--- src/rtl/qte_pkg.sv ---
// Shared types, constants and helpers for the quaternion to Euler angle converter.
// No dependencies; every other file in rtl/ but qte_checker.sv refers to it by scoped names.
package qte_pkg;

  localparam int QUAT_FRAC_BITS  = 14;
  localparam int ANGLE_FRAC_BITS = 13;
  localparam int ANG_FRAC        = 30;
  localparam int VEC_W           = 64;
  localparam int Z_W             = 34;
  localparam int WIDE_W          = 36;
  localparam int ISQ_W           = 61;
  localparam int ISQ_CELLS       = 31;
  localparam int NORM_CELLS      = 6;
  localparam int THR_W           = 29;
  localparam int S30_SHIFT       = ANG_FRAC - 2 * QUAT_FRAC_BITS;
  localparam int OUT_SHIFT       = ANG_FRAC - ANGLE_FRAC_BITS;

  localparam logic [THR_W-1:0]        THR_RESET   = 29'd134190840;
  localparam logic signed [Z_W-1:0]   PI_Q30      = 34'sd3373259426;
  localparam logic signed [Z_W-1:0]   HALF_PI_Q30 = 34'sd1686629713;
  localparam logic signed [WIDE_W-1:0] ONE_Q      = 36'sd1 <<< (2 * QUAT_FRAC_BITS);

  typedef enum logic [1:0] {
    POLE_NONE  = 2'd0,
    POLE_NORTH = 2'd1,
    POLE_SOUTH = 2'd2
  } pole_t;

  typedef struct packed {
    logic signed [VEC_W-1:0] x;
    logic signed [VEC_W-1:0] y;
    logic signed [Z_W-1:0]   z;
    logic                    zero;
  } cvec_t;

  typedef struct packed {
    logic [ISQ_W-1:0] v;
    logic [ISQ_W-1:0] r;
  } isq_t;

  typedef struct packed {
    logic signed [WIDE_W-1:0] hy;
    logic signed [WIDE_W-1:0] hx;
    logic signed [WIDE_W-1:0] ay;
    logic signed [WIDE_W-1:0] ax;
    logic signed [31:0]       s30;
    pole_t                    code;
  } side_t;

  function automatic logic [29:0] atan_q30(input logic [4:0] i);
    case (i)
      5'd0:  return 30'd843314856;
      5'd1:  return 30'd497837829;
      5'd2:  return 30'd263043836;
      5'd3:  return 30'd133525158;
      5'd4:  return 30'd67021686;
      5'd5:  return 30'd33543515;
      5'd6:  return 30'd16775850;
      5'd7:  return 30'd8388437;
      5'd8:  return 30'd4194282;
      5'd9:  return 30'd2097149;
      5'd10: return 30'd1048575;
      5'd11: return 30'd524287;
      5'd12: return 30'd262143;
      5'd13: return 30'd131071;
      5'd14: return 30'd65535;
      5'd15: return 30'd32767;
      5'd16: return 30'd16383;
      5'd17: return 30'd8191;
      5'd18: return 30'd4095;
      5'd19: return 30'd2047;
      5'd20: return 30'd1023;
      5'd21: return 30'd511;
      5'd22: return 30'd255;
      5'd23: return 30'd127;
      5'd24: return 30'd63;
      5'd25: return 30'd31;
      5'd26: return 30'd15;
      5'd27: return 30'd7;
      5'd28: return 30'd3;
      5'd29: return 30'd1;
      default: return 30'd0;
    endcase
  endfunction

  function automatic logic signed [WIDE_W-1:0] clamp(input logic signed [WIDE_W-1:0] v,
                                                     input logic signed [WIDE_W-1:0] lim);
    if (v > lim) return lim;
    if (v < -lim) return -lim;
    return v;
  endfunction

  // round half up from Q.30 to the output fraction
  function automatic logic signed [WIDE_W-1:0] to_out(input logic signed [WIDE_W-1:0] z);
    return (z + (36'sd1 <<< (OUT_SHIFT - 1))) >>> OUT_SHIFT;
  endfunction

endpackage

--- src/rtl/qte_isqrt_cell.sv ---
// One digit step of the integer square root chain.
// Depends on qte_pkg (isq_t).
module qte_isqrt_cell #(
  parameter int BIT_POS = 0
) (
  input  logic            clk,
  input  logic            en,
  input  qte_pkg::isq_t   din,
  output qte_pkg::isq_t   dout
);

  localparam logic [qte_pkg::ISQ_W-1:0] ONE_BIT = 1;
  localparam logic [qte_pkg::ISQ_W-1:0] BIT     = ONE_BIT << BIT_POS;

  logic [qte_pkg::ISQ_W-1:0] rb;
  qte_pkg::isq_t             dout_next;

  always_comb begin
    rb = din.r + BIT;
    if (din.v >= rb) begin
      dout_next.v = din.v - rb;
      dout_next.r = (din.r >> 1) + BIT;
    end else begin
      dout_next.v = din.v;
      dout_next.r = din.r >> 1;
    end
  end

  always_ff @(posedge clk) begin
    if (en) begin
      dout <= dout_next;
    end
  end

endmodule

--- config.mk ---
export PLATFORM = sky130hd
export DESIGN_NAME = qte_isqrt_cell
export DESIGN_NICKNAME = d
export VERILOG_FILES = /design/src/rtl/qte_pkg.sv /design/src/rtl/qte_isqrt_cell.sv
export SDC_FILE = /design/constraint.sdc
export NUM_CORES = 1
export LEC_CHECK = 0
export ABC_AREA = 1
export BUFFER_PORTS_ARGS = -buffer_cell sky130_fd_sc_hd__buf_2
export CAP_MARGIN = 0
export CORE_UTILIZATION = 45
export DETAILED_ROUTE_END_ITERATION = 8
export PLACE_DENSITY = 0.67
export SYNTH_ARGS = -nofsm -noshare
export SYNTH_HDL_FRONTEND = slang
export SYNTH_SLANG_ARGS = --single-unit
--- constraint.sdc ---
create_clock -name clk -period 4.4 [get_ports clk]
set_clock_uncertainty 0.05 [all_clocks]
set_input_delay 0.66 -clock clk [delete_from_list [all_inputs] [get_ports clk]]
set_output_delay 0.66 -clock clk [all_outputs]
set_load 0.02 [all_outputs]
==> parameters.txt, run 1 <==
Parameter                              Value

Min path
  Class of the worst hold path    primary input to flip-flop

Cells and area
  Largest register by flop count    dout
  Share of cells above drive strength 1    0.220
  Non-Filler Instances    between 3000 and 4000
  Layout-stage area growth over the synthesis result    33.7%
  Area taken by flip-flops and latches    approximately 3700 um^2
  Filler instances    2802
  Most frequent standard cell in the layout excluding fill and tap cells    sky130_fd_sc_hd__nand2_1
  Total Nets Final    between 2000 and 3000
  Area of the multi-input gates    between 8000 and 9000 um^2
  Flip-flop count of the largest register after layout    about 120
  Finished Core Util    0.619
  Final non-filler cell area    ~18000 um^2
  Most frequent cells in the layout    sky130_fd_sc_hd__nand2_1, sky130_fd_sc_hd__inv_1, sky130_fd_sc_hd__buf_4, sky130_fd_sc_hd__buf_2, sky130_fd_sc_hd__nor2_1
  Registers with the highest flip-flop counts    dout x122
  Antenna diodes    0

Timing
  Slew at the pin closest to its max-slew limit    837 ps
  Minimum period implied by the final worst setup slack    4300 ps
  Final-report max-slew violation count    0
  Post-route fraction of the period consumed by the critical path    0.978
  Final Hold Vio Count    0
  Final Worst Setup Slack    between 90 and 100 ps
  Max-Slew Margin vs Limit    0.437
  Setup violation total in the final timing report    0
  Setup repair after global routing missed its margin    false
  Achievable frequency    between 0.2 and 0.25 GHz

Worst setup path
  Critical setup path kind    primary input to flip-flop
  Kind of launch point of the worst setup path    primary input
  Crit path capture type    flip-flop
  Largest fanout of any net on the critical path    26
  Data arrival time of the critical path    between 4000 and 5000 ps
  Critical path required time    approximately 4500 ps

Placement
  Post-Place Cell Area    about 17000 um^2
  Routability Congestion    around 1.1
  DP HPWL    between 50000 and 60000 um
  Total placed cells including tap cells    around 3100
  Port bufs    245
  Pre-CTS setup slack    -615 ps

Power and ir drop
  Total power divided by cell area    278 nW/um^2
  Worst supply voltage drop on vdd    0.156 mV
  Total power    between 0.004 and 0.005 W
  P_leak    between 9 and 10 nW

Floorplanning
  Die Wd    between 150 and 200 um
  Effective utilization at floorplan    0.463
  Die Footprint    slightly above 30000 um^2
  I/O Pins    between 200 and 250
  Y dimension of the die    175 um
  FP Rows    62
  Core footprint    between 20000 and 30000 um^2

GRT
  Total grt overflow    0
  Wire length of the first global-routing pass    approximately 90000 um
  Via count of the first global-routing pass    15200
  Pin count of the biggest net entering global routing    approximately 70
  Global routing usage summed across all routing layers    0.391
  Initial antenna violation count    0

Clock network
  Number of hold-repair buffers added at the cts stage    0
  TritonCTS Buffers    17
  Post-CTS setup buffer count    0
  Number of sinks driven by the clock tree    about 120
  CTS H-tree depth    4
  Longest Clk Path Bufs    2
  Clock-pin slew on the worst setup and hold paths    60 ps
  CTS tree    done
  Post-CTS sizing    2
  Clock root buffer    sky130_fd_sc_hd__clkbuf_16

Yosys
  Top flip-flop cell by instance count after synthesis    sky130_fd_sc_hd__edfxtp_1
  Netlist Area Pre-Place    between 10000 and 15000 um^2
  Distinct cell type count after synthesis    35
  Nets in the synthesized netlist    roughly 2400
  Count of mapped cells out of synthesis    2213
  Sequential share of the synthesized area    0.272
  Number of flops mapped to enable cells by yosys    122
  Yosys synthesis warning count    0
  Post-synth ARST share    0
  Average cell area after synthesis    ~6.1 um^2
  Number of register bits inferred by synthesis    approximately 120

Drt
  Number of antenna-violating nets in the routed design    0
  M1 wire length    ~24000 um
  Max Used Layer    met4
  Post-detailed-route wirelength per cell    19.1 um
  Number of design-rule violations left by the first detailed-router iteration    about 1800
  Met3 routed WL    between 4000 and 5000 um
  Total wirelength of the detailed-routed design    around 60000 um
  First-pass detailed-route iteration total    5
  Post-DR vias/cell    about 5.2
  Final routed DRC violation total    0
  Met2 wire len    around 28000 um
  Number of vias after detailed routing    about 16000

Outcome
  Run status    finished clean

Flow run
  Number of max-capacitance violations reported    0
## where the power goes
part           total, W  leakage (nW)  switching [W]  internal (W)
combinational   0.00195          8.50        0.00125      0.000705
clock           0.00151         0.285       0.000617      0.000894
sequential      0.00153          1.19      0.0000463       0.00148
total           0.00500          9.98        0.00191       0.00308
## metrics by stage
step,hold slack [ps],setup TNS (ps)
2_1_floorplan,722,0
3_3_place_gp,892,-78040
3_5_place_dp,902,-68720
4_1_cts,446,0
5_1_grt,461,0
6_report,468,0
## logic make-up after synthesis
group,count (synthesis),share of synthesized area
AO/OA/AOI/OAI,87,0.0329
XOR/XNOR,145,0.0943
adder cells (fa/ha/maj),64,0.0600
buffers and inverters,445,0.131
flip-flops,122,0.272
AND/OR/NAND/NOR,1350,0.409
## path summary, 6_finish.rpt
kind / from / endpoint / slack [ps] / cells past startpoint
setup / recovery: din[31] / dout[69] / 100 / 25
hold / removal: din[80] / dout[80] / 470 / 3
## Yosys cell counts, types with 2 or more instances
| library cell | count | area, um^2 |
|---|---|---|
| sky130_fd_sc_hd__o21bai_1 | 2 | 15.0 |
| sky130_fd_sc_hd__inv_2 | 6 | 22.5 |
| sky130_fd_sc_hd__clkbuf_1 | 4 | 15.0 |
| sky130_fd_sc_hd__nor2_1 | 196 | 736 |
| sky130_fd_sc_hd__nor3_2 | 3 | 30.0 |
| sky130_fd_sc_hd__nand3_2 | 2 | 20.0 |
| sky130_fd_sc_hd__and2_1 | 6 | 37.5 |
| sky130_fd_sc_hd__clkinv_1 | 4 | 15.0 |
| sky130_fd_sc_hd__a21oi_1 | 30 | 150 |
| sky130_fd_sc_hd__inv_1 | 406 | 1520 |
| sky130_fd_sc_hd__o21ai_1 | 20 | 100 |
| sky130_fd_sc_hd__buf_6 | 9 | 101 |
| sky130_fd_sc_hd__xnor2_1 | 6 | 52.6 |
| sky130_fd_sc_hd__nand3_1 | 122 | 611 |
| sky130_fd_sc_hd__edfxtp_1 | 122 | 3660 |
| sky130_fd_sc_hd__buf_2 | 14 | 70.1 |
| sky130_fd_sc_hd__nor4_1 | 3 | 18.8 |
| sky130_fd_sc_hd__nand4_1 | 43 | 269 |
| sky130_fd_sc_hd__nor2_2 | 8 | 50.1 |
| sky130_fd_sc_hd__nor3_1 | 38 | 190 |
| sky130_fd_sc_hd__xor2_1 | 139 | 1220 |
| sky130_fd_sc_hd__nand3b_1 | 6 | 45.0 |
| sky130_fd_sc_hd__ha_1 | 63 | 788 |
| sky130_fd_sc_hd__o21ai_0 | 34 | 170 |
| sky130_fd_sc_hd__nor3b_1 | 3 | 22.5 |
| sky130_fd_sc_hd__nand2_1 | 914 | 3430 |
| sky130_fd_sc_hd__and3_1 | 2 | 12.5 |
## critical path, stage by stage
cell,delay (ps)
sky130_fd_sc_hd__buf_2,100
sky130_fd_sc_hd__inv_1,60
sky130_fd_sc_hd__nor3_2,260
sky130_fd_sc_hd__nand2_1,150
sky130_fd_sc_hd__buf_4,160
sky130_fd_sc_hd__nor2_2,220
sky130_fd_sc_hd__nand3b_1,220
sky130_fd_sc_hd__nor3_2,240
sky130_fd_sc_hd__buf_4,170
sky130_fd_sc_hd__xor2_1,60
sky130_fd_sc_hd__buf_4,160
sky130_fd_sc_hd__ha_1,330
sky130_fd_sc_hd__nand2_1,100
sky130_fd_sc_hd__buf_4,150
sky130_fd_sc_hd__nor2_1,210
sky130_fd_sc_hd__nand2_1,130
sky130_fd_sc_hd__nor2_2,200
sky130_fd_sc_hd__nand2_1,110
sky130_fd_sc_hd__nand2_1,80
sky130_fd_sc_hd__nor2_2,50
sky130_fd_sc_hd__nand2_4,100
sky130_fd_sc_hd__inv_2,150
sky130_fd_sc_hd__buf_12,210
sky130_fd_sc_hd__nand2_1,60
sky130_fd_sc_hd__nand2_1,60
## cell type report
type | instances | area share
clock buffers | 18 | 0.0238
clock inverters | 14 | 0.00946
inverters | 416 | 0.0868
multi-input cells | 1646 | 0.448
flip-flops and latches | 122 | 0.204
well taps | 384 | 0.0267
repair buffers | 547 | 0.201
## routing by layer
| layer | vias up | track usage |
|---|---|---|
| li1 | 7890 | - |
| met1 | 7369 | 0.503 |
| met2 | 845 | 0.662 |
| met3 | 129 | 0.0366 |
| met4 | 0 | 0.182 |
| met5 | - | 0 |
Note: power is estimated with default switching activity, not from simulation.
==> run 2, diff against run 1 <==
--- a/config.mk
+++ b/config.mk
@@ -11,6 +11,7 @@
 export CORE_UTILIZATION = 45
 export DETAILED_ROUTE_END_ITERATION = 8
 export PLACE_DENSITY = 0.67
+export SETUP_SLACK_MARGIN = 0.3
 export SYNTH_ARGS = -nofsm -noshare
 export SYNTH_HDL_FRONTEND = slang
 export SYNTH_SLANG_ARGS = --single-unit
==> constraint.sdc (replaced) <==
create_clock -name clk -period 4.4 [get_ports clk]
set_clock_uncertainty 0.05 [all_clocks]
set_input_delay 0 -clock clk [delete_from_list [all_inputs] [get_ports clk]]
set_output_delay 0 -clock clk [all_outputs]
set_load 0.02 [all_outputs]
==> parameters.txt, run 2 (synthesis gave the netlist of run 1 again) <==
Parameter                              Value

Outcome
  Run status    finished clean

Worst setup path
  Data arrival time of the critical path    4180 ps (-250 ps)
  Critical setup path kind    primary input to flip-flop
  Critical path required time    4520 ps (about the same)
  Kind of launch point of the worst setup path    primary input
  Crit path capture type    flip-flop
  Largest fanout of any net on the critical path    37 (+42%)

Flow run
  Number of max-capacitance violations reported    0 (unchanged)

Clock network
  CTS tree    done
  Longest Clk Path Bufs    2 (unchanged)
  Number of sinks driven by the clock tree    122 (unchanged)
  TritonCTS Buffers    17 (unchanged)
  Clock-pin slew on the worst setup and hold paths    60 ps (about the same)
  CTS H-tree depth    4 (unchanged)
  Clock root buffer    sky130_fd_sc_hd__clkbuf_16

Floorplanning
  Effective utilization at floorplan    0.463 (unchanged)
  Die Footprint    30600 um^2 (unchanged)
  Y dimension of the die    175 um (unchanged)
  Die Wd    175 um (unchanged)
  FP Rows    62 (unchanged)
  I/O Pins    246 (unchanged)
  Core footprint    29100 um^2 (unchanged)

Drt
  Post-DR vias/cell    5.25 (+1.8%)
  Number of vias after detailed routing    15900 (-2.0%)
  Number of design-rule violations left by the first detailed-router iteration    1774 (-1.2%)
  First-pass detailed-route iteration total    6 (+1)
  Number of antenna-violating nets in the routed design    0 (unchanged)
  Total wirelength of the detailed-routed design    60400 um (+0.70%)
  Final routed DRC violation total    0 (unchanged)
  Post-detailed-route wirelength per cell    19.9 um (+4.6%)

GRT
  Global routing usage summed across all routing layers    0.386 (-0.00543)
  Initial antenna violation count    1 (+1)
  Pin count of the biggest net entering global routing    74 (+2.8%)
  Wire length of the first global-routing pass    86500 um (-1.7%)
  Total grt overflow    0 (unchanged)
  Via count of the first global-routing pass    15000 (-1.2%)

Power and ir drop
  Worst supply voltage drop on vdd    0.225 mV (+44%)
  Part of the power in the clock network    0.306 (+0.003)
  Psw    0.00191 W (about the same)
  Switching portion of total power    0.388 (+0.00489)
  Power share of the combinational group    0.382 (-0.009)
  Total power    0.00493 W (-1.3%)
  Sequential share of power    0.312 (+0.006)
  P_leak    9.37 nW (-6.1%)
  Int Power    0.00302 W (-2.1%)
  Total power divided by cell area    282 nW/um^2 (+1.4%)

Cells and area
  Most frequent standard cell in the layout excluding fill and tap cells    sky130_fd_sc_hd__nand2_1
  Filler instances    2811 (+0.32%)
  Largest register by flop count    dout
  Layout-stage area growth over the synthesis result    30.1%
  Total Nets Final    2820 (-4.0%)
  Most frequent cells in the layout    sky130_fd_sc_hd__nand2_1, sky130_fd_sc_hd__inv_1, sky130_fd_sc_hd__buf_2, sky130_fd_sc_hd__nor2_1, sky130_fd_sc_hd__xor2_1
  Antenna diodes    0 (unchanged)
  Flip-flop count of the largest register after layout    122 (unchanged)
  Registers with the highest flip-flop counts    dout x122
  Share of cells above drive strength 1    0.157 (-0.0632)

Timing
  Post-route fraction of the period consumed by the critical path    0.922 (-0.0563)
  Setup TNS    0 ps (unchanged)
  Achievable frequency    0.247 GHz (+6.1%)
  Max-Slew Margin vs Limit    0.333 (-0.105)
  Slew at the pin closest to its max-slew limit    994 ps (+156 ps)
  Final-report max-slew violation count    0 (unchanged)
  Setup violation total in the final timing report    0 (unchanged)
  Final Hold Vio Count    0 (unchanged)
  Setup repair after global routing missed its margin    true
  Minimum period implied by the final worst setup slack    4050 ps (-248 ps)

Min path
  Worst Hold Depth    4 (+1)
  Hold Crit Endpoint    dout[12]
  Worst Hold Launch    din[13]
  Class of the worst hold path    primary input to flip-flop

Placement
  DP HPWL    49100 um (-3.8%)
  Routability Congestion    1.04 (-2.7%)
  Port bufs    245 (unchanged)
run 2: cell type report:
cell class,instances,area [um^2],area share
Clock buffer,17,425,0.0243
Clock inverter,15,175,0.0100
Inverter,416,1560,0.0891
Multi-Input combinational cell,1646,8210,0.469
Sequential cell,122,3660,0.209
Tap cell,384,480,0.0274
Timing Repair Buffer,429,3000,0.171
run 2: repair_timing:
action                     CTS  global route
hold buffers               102             0
resized for setup            0            45
setup endpoints to repair    0           122
hold endpoints to repair   123             0
buffers inserted             0             4
run 2: worst max path at each step:
| stage | cells past startpoint | slack [ps] | from | endpoint |
|---|---|---|---|---|
| after CTS | 22 | 310 | din[6] | dout[18] |
| after floorplan | 22 | 1260 | din[1] | dout[3] |
| final | 22 | 350 | din[6] | dout[13] |
| after detailed placement | 21 | 150 | din[11] | dout[18] |
| after global placement | 21 | 130 | din[14] | dout[10] |
| after global routing | 23 | 230 | din[10] | dout[13] |
run 2: power by group through the flow:
stage                     Combinational, W  Sequential (W)  Clock [W]
after global placement             0.00171         0.00156          0
after floorplan                   0.000872         0.00175          0
after global routing               0.00204         0.00155    0.00154
after CTS                          0.00181         0.00154    0.00151
final                              0.00188         0.00154    0.00151
after detailed placement           0.00173         0.00156          0
run 2: through the flow:
stage / setup slack, ps / utilization / cells / hold WS (ps) / instance area (um^2)
after global routing: 228 / 0.602 / 3029 / 23.2 / 17500
after floorplan: 1260 / - / 2213 / 62.5 / 13500
final: 345 / 0.602 / 3029 / 2.06 / 17500
after global placement: 133 / 0.538 / 2890 / 238 / 15600
after CTS: 312 / 0.593 / 3024 / 0.592 / 17300
after detailed placement: 151 / 0.538 / 2890 / 241 / 15600
run 2: metal layers:
layer	share of wire	wire length (um)	vias to the layer above	track usage
met1	0.39	23500	7165	0.476
met4	0.056	3390	2	0.208
li1	-	-	7652	-
met3	0.089	5390	161	0.0529
met5	0.00022	13	-	0
met2	0.47	28100	928	0.651
run 2: critical path: stages:
cell and delay [ps]:
sky130_fd_sc_hd__dlygate4sd3_1 540, sky130_fd_sc_hd__buf_2 180, sky130_fd_sc_hd__nand2_1 100, sky130_fd_sc_hd__nor2_1 180
sky130_fd_sc_hd__nand4_1 200, sky130_fd_sc_hd__nor2_1 290, sky130_fd_sc_hd__nand2_1 230, sky130_fd_sc_hd__nor2_1 200
sky130_fd_sc_hd__xor2_1 300, sky130_fd_sc_hd__ha_1 370, sky130_fd_sc_hd__nand2_1 90, sky130_fd_sc_hd__nand2_1 80
sky130_fd_sc_hd__a21oi_1 250, sky130_fd_sc_hd__a21oi_1 140, sky130_fd_sc_hd__nor2_2 170, sky130_fd_sc_hd__nand2_1 90
sky130_fd_sc_hd__nor2_2 130, sky130_fd_sc_hd__nand2_4 90, sky130_fd_sc_hd__buf_4 150, sky130_fd_sc_hd__buf_16 160
sky130_fd_sc_hd__nand2_1 90, sky130_fd_sc_hd__o21ai_0 100
